File: src/assert_macros.svh
// ----------------------------------------------------------------------------
// Assertion macros
// Clocked implication checks on clk_i, disabled while rst_ni is low.
// ----------------------------------------------------------------------------
`ifndef ASSERT_MACROS_SVH
`define ASSERT_MACROS_SVH

// same-cycle implication
`define ASSERT_IMP(label, ante, cons, msg) \
  label: assert property (@(posedge clk_i) disable iff (!rst_ni) (ante) |-> (cons)) \
    else $error(msg);

// next-cycle implication
`define ASSERT_NEXT(label, ante, cons, msg) \
  label: assert property (@(posedge clk_i) disable iff (!rst_ni) (ante) |=> (cons)) \
    else $error(msg);

`endif

File: src/labs_pkg.sv
// ----------------------------------------------------------------------------
// labs_pkg
// Types and constants shared by the azimuth bin scan and its divider.
// ----------------------------------------------------------------------------
package labs_pkg;

  localparam int unsigned CmdW    = 2;
  localparam int unsigned AzW     = 17;
  localparam int unsigned DistW   = 17;
  localparam int unsigned FracW   = 9;
  localparam int unsigned BinW    = 11;
  localparam int unsigned StartW  = 16;
  localparam int unsigned BwW     = 16;
  localparam int unsigned CountW  = 12;
  localparam int unsigned IntenW  = 8;
  localparam int unsigned DiffW   = 18;
  localparam int unsigned QuoW    = 17;
  localparam int unsigned CfgIdxW = 2;
  localparam int unsigned DivSteps = 17;
  localparam int unsigned DivCntW  = 5;

  localparam logic [DistW-1:0]  NoReturnDepth = 17'h1FF00;
  localparam logic [StartW-1:0] StartReset    = 16'hA600;
  localparam logic [BwW-1:0]    WidthReset    = 16'd128;
  localparam logic [CountW-1:0] CountReset    = 12'd360;

  typedef enum logic [CmdW-1:0] {
    CMD_POINT = 2'd0,
    CMD_READ  = 2'd1,
    CMD_CLEAR = 2'd2,
    CMD_NONE  = 2'd3
  } cmd_e;

  typedef enum logic [CfgIdxW-1:0] {
    CFG_AZ_START  = 2'd0,
    CFG_BIN_WIDTH = 2'd1,
    CFG_BIN_COUNT = 2'd2,
    CFG_UNUSED    = 2'd3
  } cfg_idx_e;

  typedef struct packed {
    logic            start;
    logic [QuoW-1:0] dividend;
    logic [BwW-1:0]  divisor;
  } div_req_t;

endpackage

File: src/labs_div.sv
// ----------------------------------------------------------------------------
// labs_div
// Restoring unsigned divider, one quotient bit per cycle.
// ----------------------------------------------------------------------------
module labs_div
  import labs_pkg::*;
(
  input  logic            clk_i,
  input  logic            rst_ni,
  input  div_req_t        req_i,
  output logic [QuoW-1:0] quotient_o,
  output logic            done_o
);

  logic                busy_q, busy_d;
  logic                done_q, done_d;
  logic [DivCntW-1:0]  cnt_q, cnt_d;
  logic [QuoW-1:0]     num_q, num_d;
  logic [BwW-1:0]      rem_q, rem_d;
  logic [BwW-1:0]      dsr_q, dsr_d;
  logic [BwW:0]        trial;
  logic [BwW:0]        diff;
  logic                ge;

  assign trial = {rem_q, num_q[QuoW-1]};
  assign ge    = trial >= {1'b0, dsr_q};
  assign diff  = trial - {1'b0, dsr_q};

  always_comb begin
    busy_d = busy_q;
    done_d = 1'b0;
    cnt_d  = cnt_q;
    num_d  = num_q;
    rem_d  = rem_q;
    dsr_d  = dsr_q;
    if (req_i.start) begin
      busy_d = 1'b1;
      cnt_d  = DivCntW'(DivSteps - 1);
      num_d  = req_i.dividend;
      rem_d  = '0;
      dsr_d  = req_i.divisor;
    end else if (busy_q) begin
      num_d = {num_q[QuoW-2:0], ge};
      rem_d = ge ? diff[BwW-1:0] : trial[BwW-1:0];
      cnt_d = cnt_q - 1'b1;
      if (cnt_q == '0) begin
        busy_d = 1'b0;
        done_d = 1'b1;
      end
    end
  end

  always_ff @(posedge clk_i or negedge rst_ni) begin
    if (!rst_ni) begin
      busy_q <= 1'b0;
      done_q <= 1'b0;
      cnt_q  <= '0;
    end else begin
      busy_q <= busy_d;
      done_q <= done_d;
      cnt_q  <= cnt_d;
    end
  end

  always_ff @(posedge clk_i) begin
    num_q <= num_d;
    rem_q <= rem_d;
    dsr_q <= dsr_d;
  end

  assign quotient_o = num_q;
  assign done_o     = done_q;

endmodule

File: config.mk
export PLATFORM = sky130hd
export DESIGN_NAME = labs_div
export DESIGN_NICKNAME = d
export VERILOG_FILES = /design/src/assert_macros.svh /design/src/labs_pkg.sv /design/src/labs_div.sv
export SDC_FILE = /design/constraint.sdc
export NUM_CORES = 1
export LEC_CHECK = 0
export BUFFER_PORTS_ARGS = -buffer_cell sky130_fd_sc_hd__buf_4
export CAP_MARGIN = 0
export CORE_ASPECT_RATIO = 0.9
export CORE_MARGIN = 2
export CORE_UTILIZATION = 42
export CTS_CLUSTER_DIAMETER = 200
export CTS_CLUSTER_SIZE = 12
export DETAILED_ROUTE_END_ITERATION = 6
export PLACE_DENSITY = 0.68
export SLEW_MARGIN = 10
export SYNTH_ARGS = -nofsm -noshare
export SYNTH_HDL_FRONTEND = slang
export SYNTH_SLANG_ARGS = --single-unit
File: constraint.sdc
create_clock -name clk_i -period 3 [get_ports clk_i]
set_input_delay 0.15 -clock clk_i [delete_from_list [all_inputs] [get_ports clk_i]]
set_output_delay 0.15 -clock clk_i [all_outputs]
set_load 0.05 [all_outputs]
==> results.md <==
- Largest area contributor in the netlist: edfxtp_1
- Worst EP required: 3210 ps
- Die Height: 86.5 um
- Number of remaining DRC errors: 0
- Setup_tns: 0 ps
- Clock Latency Late Sink: 320 ps
- Net Sw Power: 1.40 mW
- Worst-path clk slew: 100 ps
- Worst path cell trace: inv_1 -> ha_1 -> and4_1 -> nand4_1 -> a211oi_2 -> a211oi_2 -> buf_4 -> or4b_2 -> o311ai_0
- Synth unique cells: 57
- Yosys top cell area share: 0.312
- Final setup vio count: 0
- Sequential power share: 0.349
- Syn nets: 346
- Post-synth EDFFs: 33
- Startpoint types: flip-flop
- Fin crit period: 2530 ps
- Final hold violation count: 0
- Reg2Reg Depth: 9
- Mapped cell area: 0.00318 mm^2
- Worst slew margin: 0.524
- Seq/Total Area, Yosys: 0.468
- CTS tree: yes
- CP max FO: 8
- Number of synthesized register bits: 56
- First-pass GRT wire length: 10400 um
- Fin util: 0.523
- Gr ovfl total: 0
- Htree depth: 2
- VDD IR max: 364 uV
- Port Buffers: 53
- Hold wc startpoint: req_i[5]
- Routed vias: 2404
- Most frequent CP cell: a211oi_2
- Drt pass-1 iters: 5
- Count leader, synth: edfxtp_1
- Int Power: 1.97 mW
- Total track usage: 0.158
- Drt first-iter violations: 99
- Post-synth top cells: 33 x edfxtp_1, 25 x nor2_1, 24 x inv_1
- Combinational cell fraction of total power: 0.522
- RSZ-0062 raised after global routing: false
- Final clock skew: 12.0 ps
- Main synth FF type: edfxtp_1
- Top Ports: 54
- Crit. End Element: flip-flop
- Root buffer cell: clkbuf_8
- Status: finished, final reports clean
- Share of post-route cells with drive strength above 1: 0.263
- Vias in the first global route: 2295
- Core area: 0.00743 mm^2
- Placed wire-length estimate: 4510 um
- Slowest cell on crit path: or4b_2
- Placement Setup Slack: 516 ps
- Hold EP: dsr_q[5]
- Tcrit/Tclk final: 0.844
- Detail Route Antenna Nets: 0
- CTS sink count: 56
- Initial antenna violation count: 0
- Longest Clk Path Bufs: 2
- Crit Reg-Reg Endpoint: rem_q[1]
- Pwr/cell area: 867 mW/mm^2
- Largest net degree at the start of global routing: 65
- Layout net count: 412
- R2r setup slk: 470 ps
- Fmax: 0.395 GHz
- Final setup margin: 467 ps
- Lkg Pwr: 1.69 nW
- Net Sw Frac: 0.416
- Worst slew pin tran: 714 ps
- Part of the power in the clock network: 0.128
- DR WL/cell: 14.0 um
- Initial Utilization: 0.428
- WS Path Type: flip-flop to flip-flop
- Final Max Slew Viols: 0
- Syn avg cell area: 10.9 um^2
- Ys async rst share: 0.125
- Yosys Warn Count: 0
- Top post-synthesis cells by area: edfxtp_1 31%, dfxtp_1 10%, ha_1 7.1%
- Chip width: 95.7 um
- Reg-to-reg startpoint: dsr_q[7]
- Critical Path AT: 2740 ps
- RePlAce Congestion: 0.912
- Vias per Instance: 5.30
- Hold crit path type: input port to flip-flop
- Hold Path Stages: 1
- Die ar.: 0.00828 mm^2
- Post-Syn Instances: 291
- Synth-to-Final Area Change: 22.3%
- Num CTS Buffers: 5
- Antenna cell count: 0
- Total of max-cap violations: 0
- Row count: 30
- Worst path max stage delay: 600 ps
- Drt total wl: 6340 um
[power by group through the flow]
| stage | Combinational [mW] | Sequential (mW) | Clock, mW |
|---|---|---|---|
| 2_1_floorplan | 1.22 | 1.35 | 0 |
| 3_3_place_gp | 1.69 | 1.19 | 0 |
| 4_1_cts | 1.76 | 1.18 | 0.452 |
| 6_report | 1.76 | 1.18 | 0.432 |
| 3_5_place_dp | 1.73 | 1.20 | 0 |
| 5_1_grt | 1.92 | 1.21 | 0.480 |
[cell families after synthesis]
family,after synthesis,share of synthesized area
adders and majority gates,19,0.0771
DFF,56,0.468
buffers and inverters,35,0.0488
AOI/OAI and AO/OA,65,0.148
xor gates and xnor gates,15,0.0413
muxes,27,0.0917
and+or+nand+nor,74,0.126
[flip-flops by register name, summed over array words and instances, names as in the netlist]
register    count
quotient_o     17
dsr_q          16
cnt_q           5
rem_q          16
done_o          1
busy_q          1
[how the worst max path moves through the flow]
stage,start,to,slack [ps]
after floorplan,quotient_o[16],rem_q[1],530
after global placement,dsr_q[7],rem_q[9],590
after detailed placement,dsr_q[7],rem_q[1],520
after CTS,dsr_q[7],rem_q[9],470
after global routing,dsr_q[7],rem_q[1],280
final,dsr_q[7],rem_q[1],470
[per-stage QoR]
stage               cell area (um^2)  total power [mW]  cells  hold slack, ps
detailed placement              3650              2.93    432           -33.2
CTS                             3870              3.39    452           0.414
floorplan                       3180              2.57    291            -146
global placement                3650              2.89    432           -31.6
global route                    3890              3.61    454            2.58
finish                          3890              3.37    454            10.1
[cells in the final DEF (no fill, tap or decap), types with 3 or more instances in the layout]
master,n
a211oi_1,12
a21o_1,4
a21oi_1,12
and2_1,3
buf_4,56
clkbuf_8,5
dfrtp_1,7
dfxtp_1,16
dlygate4sd3_1,14
edfxtp_1,33
ha_1,18
inv_1,24
mux2_2,17
mux2i_1,10
nand2_1,10
nand2b_1,4
nand3_1,4
nand4b_1,4
nor2_1,25
nor3_1,5
o21a_1,4
o21ai_0,10
xnor2_1,11
xor2_1,4
[worst max-delay path: cells and delay by family (launching register included)]
kind                     cells  cell delay [ps]
buffers and inverters        2              230
flip-flops                   1              340
AO/OA/AOI/OAI                3              400
adder cells (fa/ha/maj)      1              410
AND/OR/NAND/NOR              3             1050
[repair_timing]
| action | CTS | global route |
|---|---|---|
| hold buffers | 12 | 2 |
| setup buffers | 0 | 0 |
| hold endpoints to repair | 18 | 2 |
| gates resized for setup | 0 | 0 |
| setup endpoints to repair | 0 | 0 |
[layout make-up]
cell class	count	area, um^2
Clock buffer	5	68.8
Timing Repair Buffer	70	561
Sequential cell	56	1490
Fill cell	654	3540
Multi-Input combinational cell	200	1540
Inverter	24	90.1
Tap cell	96	120
Clock inverter	3	25.0
[routing by layer]
| metal | part of all wire | wire [um] | global-route usage |
|---|---|---|---|
| met2 | 0.47 | 2980 | 0.261 |
| met3 | 0.036 | 231 | 0.0296 |
| met5 | 0 | 0 | 0 |
| met1 | 0.48 | 3070 | 0.212 |
| met4 | 0.0077 | 49 | 0.0429 |
No activity file was read; power rests on OpenSTA's default activity.
